## src/hw/rtl/dmft_pkg.sv

```systemverilog
package dmft_pkg;

    // Fixed field widths
    localparam int unsigned MSG_W     = 16;
    localparam int unsigned IDX_W     = 7;
    localparam int unsigned PLEN_W    = 4;
    localparam int unsigned CFG_IDX_W = 2;
    localparam int unsigned CFG_DAT_W = 4;

    // Configuration register indexes
    localparam logic [CFG_IDX_W-1:0] CFG_ENABLED           = 2'd0;
    localparam logic [CFG_IDX_W-1:0] CFG_PREAMBLE_LENGTH   = 2'd1;
    localparam logic [CFG_IDX_W-1:0] CFG_PREAMBLE_LOW_LAST = 2'd2;

    // Configuration reset values
    localparam logic              RST_ENABLED           = 1'b1;
    localparam logic [PLEN_W-1:0] RST_PREAMBLE_LENGTH   = 4'd4;
    localparam logic              RST_PREAMBLE_LOW_LAST = 1'b1;

    typedef struct packed {
        logic              enabled;
        logic [PLEN_W-1:0] preamble_length;
        logic              preamble_low_last;
    } t_cfg;

    typedef struct packed {
        logic line_driven;
        logic line_level;
        logic transmitting;
    } t_result;

endpackage

```

## src/hw/rtl/diff_manchester_frame_transmitter.sv

```systemverilog
// Each result is registered in the output buffer and shown on o_valid from its front entry.
// Throughput: one request per cycle while o_stall is low; the frame state register updates once per accepted request.
// A two-entry output buffer keeps accepting while one result waits; o_stall rises
// only when both entries are full.
// Reset (i_rst_n low, synchronous): frame idle, line low, held word zero,
// registers back to enabled, preamble length 4, low-last set.
module diff_manchester_frame_transmitter
    import dmft_pkg::*;
#(
    parameter int unsigned MSG_BITS = 16
) (
    input  logic                 i_clk,
    input  logic                 i_rst_n,
    input  logic                 i_valid,
    output logic                 o_stall,
    input  logic                 i_action,
    input  logic [MSG_W-1:0]     i_message,
    output logic                 o_valid,
    input  logic                 i_stall,
    output logic                 o_line_driven,
    output logic                 o_line_level,
    output logic                 o_transmitting,
    input  logic                 i_cfg_valid,
    output logic                 o_cfg_ready,
    input  logic [CFG_IDX_W-1:0] i_cfg_index,
    input  logic [CFG_DAT_W-1:0] i_cfg_data
);

    t_cfg    r_cfg;
    t_result c_result;
    t_result c_out;
    logic    c_accept;
    logic    c_full;

    assign o_cfg_ready = 1'b1;
    assign o_stall     = c_full;
    assign c_accept    = i_valid && !c_full;

    // configuration registers; unknown index ignored
    always_ff @(posedge i_clk) begin
        if (!i_rst_n) begin
            r_cfg.enabled           <= RST_ENABLED;
            r_cfg.preamble_length   <= RST_PREAMBLE_LENGTH;
            r_cfg.preamble_low_last <= RST_PREAMBLE_LOW_LAST;
        end else if (i_cfg_valid && o_cfg_ready) begin
            unique case (i_cfg_index)
                CFG_ENABLED:           r_cfg.enabled           <= i_cfg_data[0];
                CFG_PREAMBLE_LENGTH:   r_cfg.preamble_length   <= i_cfg_data;
                CFG_PREAMBLE_LOW_LAST: r_cfg.preamble_low_last <= i_cfg_data[0];
                default: ;
            endcase
        end
    end

    dmft_encoder #(
        .MSG_BITS (MSG_BITS)
    ) u_encoder (
        .i_clk     (i_clk),
        .i_rst_n   (i_rst_n),
        .i_accept  (c_accept),
        .i_action  (i_action),
        .i_message (i_message),
        .i_cfg     (r_cfg),
        .o_result  (c_result)
    );

    dmft_skid u_skid (
        .i_clk   (i_clk),
        .i_rst_n (i_rst_n),
        .i_push  (c_accept),
        .i_data  (c_result),
        .o_full  (c_full),
        .o_valid (o_valid),
        .i_stall (i_stall),
        .o_data  (c_out)
    );

    assign o_line_driven  = c_out.line_driven;
    assign o_line_level   = c_out.line_level;
    assign o_transmitting = c_out.transmitting;

    // a full buffer always has its front entry on show
    a_full_has_front: assert property (@(posedge i_clk) disable iff (!i_rst_n)
        o_stall |-> o_valid)
        else $error("output buffer full without a front entry");

    // an accepted request always leaves a result pending
    a_accept_gives_result: assert property (@(posedge i_clk) disable iff (!i_rst_n)
        (i_valid && !o_stall) |=> o_valid)
        else $error("accepted request produced no result");

    // a high level is only ever shown on a driven tick
    a_level_needs_drive: assert property (@(posedge i_clk) disable iff (!i_rst_n)
        (o_valid && o_line_level) |-> o_line_driven)
        else $error("line level high on an undriven step");

endmodule

```

## src/hw/rtl/dmft_encoder.sv

```systemverilog
module dmft_encoder
    import dmft_pkg::*;
#(
    parameter int unsigned MSG_BITS = 16
) (
    input  logic             i_clk,
    input  logic             i_rst_n,
    input  logic             i_accept,
    input  logic             i_action,
    input  logic [MSG_W-1:0] i_message,
    input  t_cfg             i_cfg,
    output t_result          o_result
);

    localparam logic [IDX_W-1:0] FRAME_END = IDX_W'(2 * MSG_BITS);
    localparam logic [4:0]       TOP_POS   = 5'(MSG_BITS - 1);

    logic             r_busy, n_busy;
    logic             r_data, n_data;
    logic [IDX_W-1:0] r_idx,  n_idx;
    logic             r_level, n_level;
    logic [MSG_W-1:0] r_held, n_held;

    logic             c_data;
    logic [IDX_W-1:0] c_idx;
    logic [IDX_W-1:0] c_idx_inc;
    logic             c_lvl;
    logic [4:0]       c_shift;
    logic [31:0]      c_word;
    logic             c_bit;
    logic             c_driven;
    logic             c_out_level;

    // held word padded to 32 positions; positions 16 and up send as 0
    assign c_word  = {{(32 - MSG_W){1'b0}}, r_held};

    // next state and result for one request
    always_comb begin
        n_busy      = r_busy;
        n_data      = r_data;
        n_idx       = r_idx;
        n_level     = r_level;
        n_held      = r_held;
        c_driven    = 1'b0;
        c_out_level = 1'b0;
        c_data      = r_data;
        c_idx       = r_idx;
        c_lvl       = r_level;
        c_shift     = TOP_POS - c_idx[5:1];
        c_bit       = c_word[c_shift];
        c_idx_inc   = c_idx + 1'b1;

        if (i_action) begin
            n_held = i_message;
            n_busy = 1'b1;
        end else if (i_cfg.enabled) begin
            c_driven = 1'b1;
            if (r_busy) begin
                // preamble done: enter data phase
                if (!r_data && (r_idx >= IDX_W'(i_cfg.preamble_length))) begin
                    c_data = 1'b1;
                    c_lvl  = 1'b0;
                    c_idx  = '0;
                end
                c_shift   = TOP_POS - c_idx[5:1];
                c_bit     = c_word[c_shift];
                c_idx_inc = c_idx + 1'b1;
                if (!c_data) begin
                    c_lvl = 1'b1;
                    if (i_cfg.preamble_low_last &&
                        ({1'b0, c_idx} + 8'd1 >= 8'(i_cfg.preamble_length))) begin
                        c_lvl = 1'b0;
                    end
                end else if (!c_idx[0]) begin
                    // first half: toggle on a zero bit
                    c_lvl = c_lvl ^ ~c_bit;
                end else begin
                    // mid-bit: always toggle
                    c_lvl = ~c_lvl;
                end
                n_data  = c_data;
                n_idx   = c_idx_inc;
                n_level = c_lvl;
                // end of frame: line back to low
                if (c_idx_inc >= FRAME_END) begin
                    n_idx   = '0;
                    n_data  = 1'b0;
                    n_level = 1'b0;
                    n_busy  = 1'b0;
                end
                c_out_level = n_level;
            end
        end
    end

    assign o_result.line_driven  = c_driven;
    assign o_result.line_level   = c_out_level;
    assign o_result.transmitting = n_busy;

    // frame state
    always_ff @(posedge i_clk) begin
        if (!i_rst_n) begin
            r_busy  <= 1'b0;
            r_data  <= 1'b0;
            r_idx   <= '0;
            r_level <= 1'b0;
            r_held  <= '0;
        end else if (i_accept) begin
            r_busy  <= n_busy;
            r_data  <= n_data;
            r_idx   <= n_idx;
            r_level <= n_level;
            r_held  <= n_held;
        end
    end

endmodule

```

## src/hw/rtl/dmft_skid.sv

```systemverilog
module dmft_skid
    import dmft_pkg::*;
(
    input  logic    i_clk,
    input  logic    i_rst_n,
    input  logic    i_push,
    input  t_result i_data,
    output logic    o_full,
    output logic    o_valid,
    input  logic    i_stall,
    output t_result o_data
);

    logic    r_main_v;
    logic    r_skid_v;
    t_result r_main;
    t_result r_skid;
    logic    c_pop;

    assign c_pop   = r_main_v && !i_stall;
    assign o_full  = r_skid_v;
    assign o_valid = r_main_v;
    assign o_data  = r_main;

    // valid flags
    always_ff @(posedge i_clk) begin
        if (!i_rst_n) begin
            r_main_v <= 1'b0;
            r_skid_v <= 1'b0;
        end else if (c_pop) begin
            if (r_skid_v) begin
                r_skid_v <= 1'b0;
            end else begin
                r_main_v <= i_push;
            end
        end else if (!r_main_v) begin
            r_main_v <= i_push;
        end else if (i_push) begin
            r_skid_v <= 1'b1;
        end
    end

    // payload, no reset
    always_ff @(posedge i_clk) begin
        if (c_pop) begin
            if (r_skid_v) begin
                r_main <= r_skid;
            end else begin
                r_main <= i_data;
            end
        end else if (!r_main_v) begin
            r_main <= i_data;
        end else if (i_push) begin
            r_skid <= i_data;
        end
    end

endmodule
```

## config.mk

```make
export PLATFORM = sky130hd
export DESIGN_NAME = diff_manchester_frame_transmitter
export DESIGN_NICKNAME = d
export VERILOG_FILES = /design/src/hw/rtl/dmft_pkg.sv /design/src/hw/rtl/diff_manchester_frame_transmitter.sv /design/src/hw/rtl/dmft_encoder.sv /design/src/hw/rtl/dmft_skid.sv
export SDC_FILE = /design/constraint.sdc
export NUM_CORES = 1
export LEC_CHECK = 0
export BUFFER_PORTS_ARGS = -buffer_cell sky130_fd_sc_hd__buf_4
export CAP_MARGIN = 20
export CORE_ASPECT_RATIO = 1.5
export CORE_MARGIN = 5
export CORE_UTILIZATION = 45
export DETAILED_ROUTE_END_ITERATION = 10
export GPL_TIMING_DRIVEN = 0
export PLACE_DENSITY = 0.66
export SLEW_MARGIN = 30
export SYNTH_ARGS = -nofsm -noshare
export SYNTH_HDL_FRONTEND = slang
export SYNTH_SLANG_ARGS = --single-unit
```

## constraint.sdc

```tcl
create_clock -name i_clk -period 4.5 [get_ports i_clk]
set_input_delay 0.9 -clock i_clk [delete_from_list [all_inputs] [get_ports i_clk]]
set_output_delay 0.9 -clock i_clk [all_outputs]
set_load 0.01 [all_outputs]
```

# After elaboration in Yosys (flattened, before gate mapping)
# Cells that the tools add are included.
classes:
  order_cmp: 4
  eq_ne: 4
  n_reduce_logical: 16
  n_addsub: 3
  n_bitwise: 6
  mux: 35
op_table:
  columns: ["operator", "count"]
  rows:
  - ["$mux 7", 5]
  - ["$mux 1", 26]
  - ["$reduce_and 2->1", 5]
  - ["$mux 3", 3]
  - ["$add 7x1->8 const B", 1]
  - ["$ge 8x4->1", 1]
  - ["$add 7x1->7 const B", 1]
  - ["$ge 7x4->1", 1]
  - ["$ge 7x6->1 const B", 1]
  - ["$lt 5x6->1 const B", 1]
  - ["$bmux 1 s5", 1]
  - ["$not 1->1", 5]
  - ["$sub 4x5->5 const A", 1]
  - ["$logic_and 1x1->1", 4]
  - ["$ne 2x2->1 const B", 2]
  - ["$reduce_and 4->1", 1]
  - ["$logic_not 1->1", 3]
  - ["$reduce_and 3->1", 1]
  - ["$eq 2x1->1 const B", 1]
  - ["$eq 2x2->1 const B", 1]
  - ["$logic_not 2->1", 1]
  - ["$reduce_or 2->1", 1]
  - ["$xor 1x1->1", 1]
totals:
  register_bits: 40
  output_inout_bits: 6
  inputBits: 28
  word_cells: 84

# Logic depth before layout (Yosys ltp)
# Gate-level depths: netlist of run 1.
depth:
  depth_word: 19
  depth_mapped: 16
  depth_no_buf: 15

# By module
# Synthesis of run 1 repeated with hierarchy kept, for this count alone.
hier_totals:
  cells_unflattened: 254
  hier_area_um2: 2214.6
modules_own_cells:
  columns: ["module", "seq_area_each_um2", "n_inst", "cells_per_inst", "area_each_um2"]
  rows:
  - ["dmft_encoder", 520.5, 1, 204, 1591.5]
  - ["dmft_skid", 220.2, 1, 19, 329.1]
  - ["diff_manchester_frame_transmitter", 120.1, 1, 31, 294.0]

# Worst setup path after synthesis of run 1
# No wires, ideal clock.
synth_path:
  kind: "reg-to-reg"
  from: "reg r_cfg[4] (netlist bit)"
  to: "reg u_skid.r_main, in the netlist u_skid.o_data[1] (data pin)"
  slack_ns: 1.412
  setup_time_ns: 0.263
  required_time_ns: 4.237
  period_less_slack_ns: 3.088
  n_path_buf: 1
  path_stages_with_launch: 17
  t_arrival_ns: 2.825
  path_cell_list: "dfxtp_1 -> inv_1 -> ha_1 -> or4_4 -> nor2b_4 -> a21o_1 -> buf_6 -> nor2_1 -> ha_1 -> xnor2_1 -> ha_1 -> o21ai_0 -> o21ai_0 -> nand2_1 -> a221o_2 -> nand3_1 -> o31ai_1"
synth_via:
  elab_chain_len: 19
  word_cells_on_any_way: 35
  classes_between: "add/sub: 3; order compare: 3; mux: 24; bitwise: 3; reduce/logical: 2"
synth_lines:
  columns: ["item", "line", "text"]
  rows:
  - ["start, declared", "diff_manchester_frame_transmitter.sv:29", "t_cfg r_cfg;"]
  - ["$ge 7x4->1", "dmft_encoder.sv:60", "if (!r_data && (r_idx >= IDX_W'(i_cfg.preamble_length))) begin"]
  - ["$logic_and 1x1->1", "dmft_encoder.sv:60", null]
  - ["$mux 7", "dmft_encoder.sv:60", null]
  - ["$mux 7", "dmft_encoder.sv:58", "if (r_busy) begin"]
  - ["$mux 7", "dmft_encoder.sv:56", "end else if (i_cfg.enabled) begin"]
  - ["$mux 7", "dmft_encoder.sv:53", "if (i_action) begin"]
  - ["$sub 4x5->5", "dmft_encoder.sv:65", "c_shift = TOP_POS - c_idx[5:1];"]
  - ["$bmux 1 s5", "dmft_encoder.sv:66", "c_bit = c_word[c_shift];"]
  - ["(+3 left out)", null, null]
  - ["$mux 1", "dmft_encoder.sv:74", "end else if (!c_idx[0]) begin"]
  - ["$mux 1", "dmft_encoder.sv:68", "if (!c_data) begin"]
  - ["$mux 1 (*)", "dmft_encoder.sv:85", "if (c_idx_inc >= FRAME_END) begin"]
  - ["$mux 1 (*)", "dmft_encoder.sv:58", null]
  - ["$mux 1 (*)", "dmft_encoder.sv:56", null]
  - ["$mux 1 (*)", "dmft_encoder.sv:53", null]
  - ["$mux 3 (on tied branches)", "dmft_skid.sv:51, dmft_skid.sv:46", null]
  - ["$mux 3 (*)", "dmft_skid.sv:45", "if (c_pop) begin"]
  - ["end signal, assigned", "dmft_skid.sv:47", "r_main <= r_skid;"]
  - ["end signal, assigned", "dmft_skid.sv:49", "r_main <= i_data;"]
  - ["end signal, assigned", "dmft_skid.sv:52", "r_main <= i_data;"]
  - ["end, declared", "dmft_skid.sv:16", "t_result r_main;"]
# Every way passes the cells marked *; elsewhere a longest branch is shown, timed or not. The select of a mux whose other input is x is not followed.
# A chain may end at the register's enable or synchronous reset.

# Worst setup path after layout of run 1
layout_path:
  from: "reg r_cfg[4] (netlist bit)"
  to: "reg u_encoder.r_idx[4]"
layout_via:
  elab_chain_len: 9
layout_lines:
  columns: ["item", "line", "text"]
  rows:
  - ["$ge 7x4->1 (*)", "dmft_encoder.sv:60", null]
  - ["$logic_and 1x1->1 (*)", "dmft_encoder.sv:60", null]
  - ["$mux 7 (*)", "dmft_encoder.sv:60", null]
  - ["$mux 7 (*)", "dmft_encoder.sv:58", null]
  - ["$mux 7 (*)", "dmft_encoder.sv:56", null]
  - ["$mux 7 (*)", "dmft_encoder.sv:53", null]
  - ["$add 7x1->7 (*)", "dmft_encoder.sv:67", "c_idx_inc = c_idx + 1'b1;"]
  - ["$ge 7x6->1", "dmft_encoder.sv:85", null]
  - ["$mux 7 (*)", "dmft_encoder.sv:85", null]
  - ["end signal, assigned", "dmft_encoder.sv:111", "r_idx <= n_idx;"]
  - ["end, declared", "dmft_encoder.sv:20", "logic [IDX_W-1:0] r_idx, n_idx;"]
# Marked as above.

==> flow_metrics.py, run 1 <==
metrics = {
    "outcome": {
        "status": "complete, no violations",
    },
    "floorplanning": {
        "die_width_um": 66.5,
        "io_pins": 34,
        "die_y_um": 94.8,
        "fp.dieArea_sq_um": 6310,
        "start_util_pct": 45.6,
        "coreArea_sq_um": 4730,
        "rows": 31,
    },
    "worst_setup_path": {
        "worst-path-buf-inv": 2,
        "cpPeakStageDelay_ns": 0.48,
        "critical_path.most_common_cell": "ha_1",
        "critical_path.startpoint_type": "flop",
        "critPathKind": "reg2reg",
        "crit_arrival_ns": 3.79,
        "worstPathRequired_ns": 4.73,
        "cp_top_family": "simple AND/OR/NAND/NOR gates",
        "path_max_fanout": 10,
        "crit_chain": "inv_1 -> ha_1 -> or4_4 -> nor2b_4 -> a21o_1 -> buf_6 -> nor2_1 -> ha_1 -> nand4_1 -> xnor2_1 -> o21ai_1 -> nand2_1 -> or4_1 -> a21oi_1",
        "cp-end-kind": "flop",
        "cp_slowest_cell": "o21ai_1",
    },
    "clocking": {
        "clockBufferDepth": 2,
        "clock-root-buffer": "clkbuf_8",
        "clk_latency_ns": 0.30,
        "numCtsBuffers": 5,
        "cts.sinks": 40,
        "tritoncts": "built",
        "cts_hold_buf": 0,
        "h-tree-depth": 2,
        "cts.clk_slew.worst_paths_ns": 0.08,
        "cts.repair.resized": 0,
        "postCtsSetupRepairBufs": 0,
    },
    "run": {
        "maxCapViolCount": 0,
    },
    "power": {
        "ir_drop_uv": 182,
        "p_leak_nw": 1.06,
        "p_per_area_nw_per_um2": 293,
    },
    "logic_synthesis": {
        "synth_top_area_share_pct": 31.6,
        "synth_fp_nets": 288,
        "syn_area_sq_um": 2160,
        "seq_area_frac_synth_pct": 39.9,
        "synth_seq_cells": 40,
        "synth-compound-area-share_pct": 18.3,
        "synthCells": 251,
        "ys_warn_count": 0,
        "async_flop_share_pct": 0,
        "yosys.area_share.simple_pct": 22.7,
        "synth_top_family_by_area": "simple AND/OR/NAND/NOR gates",
        "ys.flop_type": "dfxtp_1",
        "netlist-cell-type-count": 53,
        "synthMuxAreaShare_pct": 5.86,
        "synthTopCellsByArea": "dfxtp_1 32%, nand2_1 8.9%, edfxtp_1 8.4%, a21oi_1 6.7%, ha_1 5.2%",
        "syn_area_per_cell_sq_um": 8.59,
        "synth_top_area_cell": "dfxtp_1",
        "synth_fa_ha_area_share_pct": 5.22,
        "synth_edf_count": 6,
        "synth_xor_area_share_pct": 1.22,
    },
    "timing": {
        "relSlewSlack_pct": 61.4,
        "setup-violations-final": 0,
        "finalMaxSlewViolations": 0,
        "fmaxAchievable_mhz": 281,
        "worstMarginPinSlew_ns": 0.575,
        "hold_violations": 0,
        "period_needed_ns": 3.56,
        "setup_tns_ns": 0,
        "final.period_utilization_pct": 79.1,
        "skew_ns": 0.00772,
        "setup_ws_ns": 0.940,
        "rsz0062_at_grt": "no",
    },
    "layout": {
        "area_growth_pct": 20.1,
        "nNetsFinal": 327,
        "drive_gt1_share_pct": 21.6,
        "final_cells": 357,
        "diodes": 0,
        "final_cell_mix": "51 x nand2_1, 34 x dfxtp_1, 33 x buf_4, 29 x a21oi_1, 14 x nor2_1",
        "layout_commonest_cell": "nand2_1",
    },
    "placed_design": {
        "io_buffers": 32,
        "place_ws_ns": 0.993,
        "dp.cells": 349,
        "hpwl_um": 3700,
        "gp_congestion": 0.903,
    },
    "global_routing": {
        "grt_pass1_wl_um": 7940,
        "grt_pass1_vias": 1725,
        "grt_overflow_total": 0,
        "grt_usage_pct": 16.4,
        "antenna_found_initial": 0,
        "grt_max_degree": 14,
    },
    "drt": {
        "wl_per_cell_um": 13.5,
        "first_iter_violations": 108,
        "vias_per_cell": 5.20,
        "vias": 1856,
        "drc": 0,
        "drtAntennaViolNets": 0,
        "dr.pass1.iters": 4,
        "drt-total-wl_um": 4800,
    },
    "min_path": {
        "hold_class": "reg2reg",
    },
}
[layout make-up]
class	instances	area (sq um)
fillers	468	2140
repair buffers	32	240
flip-flops and latches	40	861
plain buffers	13	113
multi-input cells	190	1150
clock inverters	3	42.5
inverters	8	30.0
well taps	66	82.6
clock buffers	5	68.8
[through the flow]
stage	util, %	area, sq um	power, W	hold slack (ns)
after global placement	52.4	2480	0.000475	0.443
after floorplan	-	2160	0.000438	0.432
final	54.8	2590	0.000760	0.456
after detailed placement	52.4	2480	0.000477	0.446
after CTS	54.8	2590	0.000770	0.457
after global routing	54.8	2590	0.000796	0.477
[cell usage after synthesis (all sizes together), types with 5 or more instances]
library cell / number
nand2: 51
dfxtp: 34
a21oi: 31
o21ai: 15
nor2: 14
ha: 9
clkbuf: 8
inv: 8
mux2i: 7
edfxtp: 6
and3: 5
nor2b: 5
[per-layer routing]
layer	vias to the layer above	GRT usage, %	wire [um]
met1	859	19.1	2090
met5	-	0	0
met2	29	28.4	2470
li1	961	-	-
met4	0	6.10	75
met3	7	3.93	164
[worst register-to-register path: stages (launching register included)]
cell and delay [ns]:
dfxtp_1 0.34, inv_1 0.07, ha_1 0.19, or4_4 0.44, nor2b_4 0.15, a21o_1 0.16, buf_6 0.14, nor2_1 0.15
ha_1 0.32, nand4_1 0.15, xnor2_1 0.14, o21ai_1 0.48, nand2_1 0.20, or4_1 0.44, a21oi_1 0.15
[power by group]
part | switching [W] | internal (W) | leakage, nW
logic | 0.0000405 | 0.0000419 | 0.673
registers | 0.00000788 | 0.000377 | 0.336
clock network | 0.000128 | 0.000164 | 0.0558
[cells by family after synthesis]
logic type / Yosys count
other: 1
multiplexers: 11
adder cells (fa/ha/maj): 9
AO/OA/AOI/OAI: 64
AND/OR/NAND/NOR: 102
flip-flops: 40
buffers and inverters: 21
XOR/XNOR: 3
[worst paths after layout]
check / cells past startpoint / start / end / slack [ns]
max: 14 / r_cfg[4] / u_encoder.r_idx[4] / 0.94
min: 2 / u_encoder.r_held[1] / u_encoder.r_held[1] / 0.46
max reg2reg: 14 / r_cfg[4] / u_encoder.r_idx[4] / 0.94
min reg2reg: 2 / u_encoder.r_held[1] / u_encoder.r_held[1] / 0.46
[flip-flops by register name, summed over array words and instances (netlist names)]
name               cells
u_encoder.r_level      1
u_encoder.r_held      16
u_skid.r_skid          3
u_skid.o_data          3
u_skid.o_full          1
u_skid.o_valid         1
u_encoder.r_data       1
u_encoder.r_idx        7
u_encoder.r_busy       1
r_cfg                  6
Note: power is estimated with default switching activity, not from simulation.
==> run 2: changes to the inputs <==
clock period = 3.4 ns   (was 4.5 ns; I/O delays follow)
==> flow_metrics.py, run 2 (synthesis gave the netlist of run 1 again) <==
metrics = {
    "floorplanning": {
        "die_width_um": 66.5,
        "io_pins": 34,
        "coreArea_sq_um": 4730,
        "fp.dieArea_sq_um": 6310,
        "rows": 31,
        "start_util_pct": 45.6,
        "die_y_um": 94.8,
    },
    "timing": {
        "worstMarginPinSlew_ns": 0.538,
        "final.period_utilization_pct": 94.6,
        "finalMaxSlewViolations": 0,
        "fmaxAchievable_mhz": 311,
        "hold_violations": 0,
        "holdWs_ns": 0.456,
        "relSlewSlack_pct": 64.2,
        "skew_ns": 0.00738,
        "period_needed_ns": 3.22,
        "setup-violations-final": 0,
        "setup_tns_ns": 0,
    },
    "clocking": {
        "cts.clk_slew.worst_paths_ns": 0.08,
        "h-tree-depth": 2,
        "clockBufferDepth": 2,
        "tritoncts": "built",
        "clock-root-buffer": "clkbuf_8",
        "clk_latency_ns": 0.30,
        "cts.sinks": 40,
        "cts_hold_buf": 0,
        "numCtsBuffers": 5,
    },
    "layout": {
        "seqCellArea_sq_um": 862,
        "final_cell_mix": "51 x nand2_1, 37 x buf_4, 33 x dfxtp_1, 29 x a21oi_1, 13 x nor2_1",
        "largest_reg_flops": 16,
        "top_regs": "u_encoder.r_held: 16 flops, u_encoder.r_idx: 7 flops, r_cfg: 6 flops",
        "diodes": 0,
        "final_area_sq_um": 2640,
        "area_growth_pct": 22.2,
        "fillers": 466,
        "layout_commonest_cell": "nand2_1",
        "multiInputGateArea_sq_um": 1170,
        "top_register": "u_encoder.r_held",
        "nNetsFinal": 331,
        "drive_gt1_share_pct": 24.1,
    },
    "global_routing": {
        "antenna_found_initial": 0,
        "grt_pass1_vias": 1732,
        "grt_max_degree": 14,
        "grt_usage_pct": 16.4,
        "grt_overflow_total": 0,
        "grt_pass1_wl_um": 7960,
    },
    "drt": {
        "vias": 1863,
        "wl_per_cell_um": 13.5,
        "vias_per_cell": 5.16,
        "drt-total-wl_um": 4870,
        "dr.pass1.iters": 4,
        "drc": 0,
        "drtAntennaViolNets": 0,
        "first_iter_violations": 87,
    },
    "min_path": {
        "hold_class": "reg2reg",
    },
    "outcome": {
        "status": "complete, no violations",
    },
    "power": {
        "switching_share_pct": 23.4,
        "seq_power_share_pct": 50.6,
        "p_leak_nw": 1.08,
        "switchingPower_w": 0.000235,
        "clkPwrFrac_pct": 38.5,
        "combPwrFrac_pct": 10.9,
        "p_per_area_nw_per_um2": 382,
        "intPower_w": 0.000772,
        "ir_drop_uv": 242,
        "finalPower_w": 0.00101,
    },
    "worst_setup_path": {
        "path_max_fanout": 10,
        "critPathKind": "reg2reg",
        "cp-end-kind": "flop",
        "worstPathRequired_ns": 3.45,
        "crit_arrival_ns": 3.26,
        "critical_path.startpoint_type": "flop",
    },
    "placed_design": {
        "io_buffers": 32,
        "placed_area_sq_um": 2480,
        "gp_congestion": 0.903,
        "hpwl_um": 3700,
    },
    "run": {
        "maxCapViolCount": 0,
    },
}
==> run 2: per-layer routing <==
| metal | vias up | GRT usage [%] | routed length (um) |
|---|---|---|---|
| met5 | - | 0 | 0 |
| met2 | 31 | 28.4 | 2560 |
| li1 | 969 | - | - |
| met1 | 857 | 19.2 | 2100 |
| met4 | 0 | 6.10 | 65 |
| met3 | 6 | 3.93 | 154 |
==> run 2: what timing repair did <==
item                                    in CTS  in global routing
pin swaps                                    0                  4
gates cloned                                 0                  0
resized for setup                            2                  5
setup buffers                                0                  4
endpoints found under the setup margin       3                  5
==> run 2: path summary, 6_finish.rpt <==
path | endpoint | from | depth (start not counted) | slack [ns]
worst min register to register | u_encoder.r_held[1] | u_encoder.r_held[1] | 2 | 0.46
worst max-delay path | u_skid.o_data[1] | r_cfg[4] | 16 | 0.18
worst max register to register | u_skid.o_data[1] | r_cfg[4] | 16 | 0.18
worst min-delay path | u_encoder.r_held[1] | u_encoder.r_held[1] | 2 | 0.46
==> run 2: final cells by class <==
class / instances / share of cell area (%)
multi-input combinational: 190 / 44.3
sequential: 40 / 32.7
timing repair buffer: 36 / 10.3
buffer: 13 / 4.27
tap: 66 / 3.13
clock buffer: 5 / 2.61
clock inverter: 3 / 1.61
inverter: 8 / 1.14
==> run 2: critical path, cell delays in order (launching register included) <==
cell,delay [ns]
dfxtp_1,0.34
inv_1,0.07
ha_1,0.19
or4_4,0.44
nor2b_4,0.15
a21o_1,0.16
buf_6,0.14
nor2_4,0.10
ha_2,0.25
xnor2_1,0.10
ha_1,0.27
o21ai_0,0.06
o21ai_1,0.11
nand2_1,0.10
a221o_2,0.37
nand3_1,0.08
o31ai_1,0.06
==> run 2: stage by stage <==
step | util [%] | setup WS (ns) | instances
2_1_floorplan | - | 0.312 | 251
3_3_place_gp | 52.4 | -0.111 | 349
3_5_place_dp | 52.4 | -0.107 | 349
4_1_cts | 54.9 | 0.0419 | 357
5_1_grt | 55.7 | -0.00812 | 361
6_report | 55.7 | 0.183 | 361
==> run 2: power groups by stage <==
stage | combinational, W | sequential (W) | clock (W)
2_1_floorplan | 0.0000596 | 0.000521 | 0
3_3_place_gp | 0.000109 | 0.000520 | 0
3_5_place_dp | 0.000110 | 0.000521 | 0
4_1_cts | 0.000111 | 0.000510 | 0.000399
5_1_grt | 0.000123 | 0.000512 | 0.000420
6_report | 0.000110 | 0.000510 | 0.000388
==> run 3: changes to the inputs <==
RECOVER_POWER = 50   (was unset)
SKIP_LAST_GASP = 1   (was unset)
==> flow_metrics.py, run 3 (synthesis gave the netlist of run 1 again) <==
metrics = {
    "outcome": {
        "status": "complete, no violations",
    },
    "clocking": {
        "cts.sinks": 40,
        "tritoncts": "built",
        "clk_latency_ns": 0.30,
        "cts.clk_slew.worst_paths_ns": 0.08,
        "clock-root-buffer": "clkbuf_8",
        "numCtsBuffers": 5,
        "h-tree-depth": 2,
        "clockBufferDepth": 2,
    },
    "floorplanning": {
        "die_width_um": 66.5,
        "io_pins": 34,
        "die_y_um": 94.8,
        "start_util_pct": 45.6,
        "coreArea_sq_um": 4730,
        "rows": 31,
        "fp.dieArea_sq_um": 6310,
    },
    "global_routing": {
        "antenna_found_initial": 0,
        "grt_overflow_total": 0,
        "grt_max_degree": 14,
        "grt_usage_pct": 16.4,
        "grt_pass1_wl_um": 7960,
        "grt_pass1_vias": 1732,
    },
    "layout": {
        "largest_reg_flops": 16,
        "top_regs": "u_encoder.r_held: 16 flops, u_encoder.r_idx: 7 flops, r_cfg: 6 flops",
        "final_core_util_pct": 55.3,
        "nNetsFinal": 331,
        "diodes": 0,
        "top_register": "u_encoder.r_held",
        "area_growth_pct": 21.3,
        "drive_gt1_share_pct": 21.7,
        "fillers": 471,
        "layout_commonest_cell": "nand2_1",
        "final_area_sq_um": 2620,
        "final_cell_mix": "51 x nand2_1, 33 x dfxtp_1, 31 x buf_4, 29 x a21oi_1, 13 x nor2_1",
    },
    "worst_setup_path": {
        "crit_chain": "inv_1 -> ha_1 -> or4_4 -> nor2b_4 -> a21o_1 -> buf_6 -> nor2_4 -> ha_2 -> xnor2_1 -> ha_1 -> o21ai_0 -> o21ai_1 -> nand2_1 -> a221o_2 -> nand3_1 -> o31ai_1",
        "critPathKind": "reg2reg",
        "path_max_fanout": 10,
        "critical_path.most_common_cell": "ha_1",
        "worstPathRequired_ns": 3.45,
        "crit_arrival_ns": 3.26,
        "cp_slowest_cell": "or4_4",
        "worst-path-buf-inv": 2,
        "cp_top_family": "simple AND/OR/NAND/NOR gates",
        "critical_path.startpoint_type": "flop",
        "cpPeakStageDelay_ns": 0.44,
        "cp-end-kind": "flop",
    },
    "drt": {
        "vias_per_cell": 5.22,
        "vias": 1883,
        "first_iter_violations": 78,
        "wl_per_cell_um": 13.6,
        "drt-total-wl_um": 4900,
        "dr.pass1.iters": 4,
        "drtAntennaViolNets": 0,
        "drc": 0,
    },
    "timing": {
        "worstMarginPinSlew_ns": 0.540,
        "skew_ns": 0.00819,
        "hold_violations": 0,
        "relSlewSlack_pct": 64.0,
        "setup-violations-final": 0,
        "fmaxAchievable_mhz": 312,
        "setup_tns_ns": 0,
        "finalMaxSlewViolations": 0,
        "holdWs_ns": 0.456,
        "final.period_utilization_pct": 94.4,
        "period_needed_ns": 3.21,
    },
    "min_path": {
        "hold_class": "reg2reg",
    },
    "run": {
        "maxCapViolCount": 0,
    },
    "placed_design": {
        "io_buffers": 32,
        "gp_congestion": 0.903,
        "hpwl_um": 3700,
        "placed_area_sq_um": 2480,
    },
    "power": {
        "p_per_area_nw_per_um2": 385,
        "ir_drop_uv": 242,
        "p_leak_nw": 1.06,
    },
}
## run 3: area by class of cell
class / instances / area, sq um / area share, %
Buffer: 13 / 113 / 4.30
Clock inverter: 3 / 42.5 / 1.63
Timing Repair Buffer: 36 / 251 / 9.61
Clock buffer: 5 / 68.8 / 2.63
Multi-Input combinational cell: 190 / 1170 / 44.6
Tap cell: 66 / 82.6 / 3.16
Inverter: 8 / 30.0 / 1.15
Sequential cell: 40 / 862 / 33.0
## run 3: worst paths after layout
kind,startpoint,to,slack [ns],cells after the start
max,r_cfg[4],u_skid.o_data[1],0.19,16
min,u_encoder.r_held[1],u_encoder.r_held[1],0.46,2
max reg2reg,r_cfg[4],u_skid.o_data[1],0.19,16
min reg2reg,u_encoder.r_held[1],u_encoder.r_held[1],0.46,2
## run 3: through the flow
step / setup slack [ns] / total power (W) / instances
2_1_floorplan: 0.312 / 0.000580 / 251
3_3_place_gp: -0.111 / 0.000629 / 349
3_5_place_dp: -0.107 / 0.000631 / 349
4_1_cts: 0.0419 / 0.00102 / 357
5_1_grt: -0.00812 / 0.00105 / 361
6_report: 0.190 / 0.00101 / 361
## run 3: metal layers
metal | vias up | global-route usage [%] | share of wire [%] | wire length (um)
met5 | - | 0 | 0 | 0
met4 | 0 | 6.10 | 1.4 | 70
met3 | 6 | 3.93 | 3.5 | 171
met2 | 37 | 28.4 | 52 | 2550
met1 | 872 | 19.2 | 43 | 2110
li1 | 968 | - | - | -
## run 3: worst register-to-register path, delay by kind of cell, from the launching register on
| kind | cells | cell delay [ns] |
|---|---|---|
| and+or+nand+nor | 5 | 0.87 |
| AOI/OAI and AO/OA | 5 | 0.76 |
| adders and majority gates | 3 | 0.71 |
| DFF | 1 | 0.34 |
| buffers and inverters | 2 | 0.21 |
| xor gates and xnor gates | 1 | 0.10 |
## run 3: repair_timing
| action | CTS | global route |
|---|---|---|
| hold buffers | 0 | 0 |
| gates resized for setup | 2 | 5 |
| setup buffers | 0 | 4 |
| setup endpoints to repair | 3 | 5 |
| pin swaps | 0 | 4 |
## run 3: report_power, final
| group | internal (W) | switching (W) |
|---|---|---|
| combinational | 0.0000526 | 0.0000542 |
| clock | 0.000217 | 0.000173 |
| sequential | 0.000499 | 0.0000104 |
| total | 0.000769 | 0.000238 |
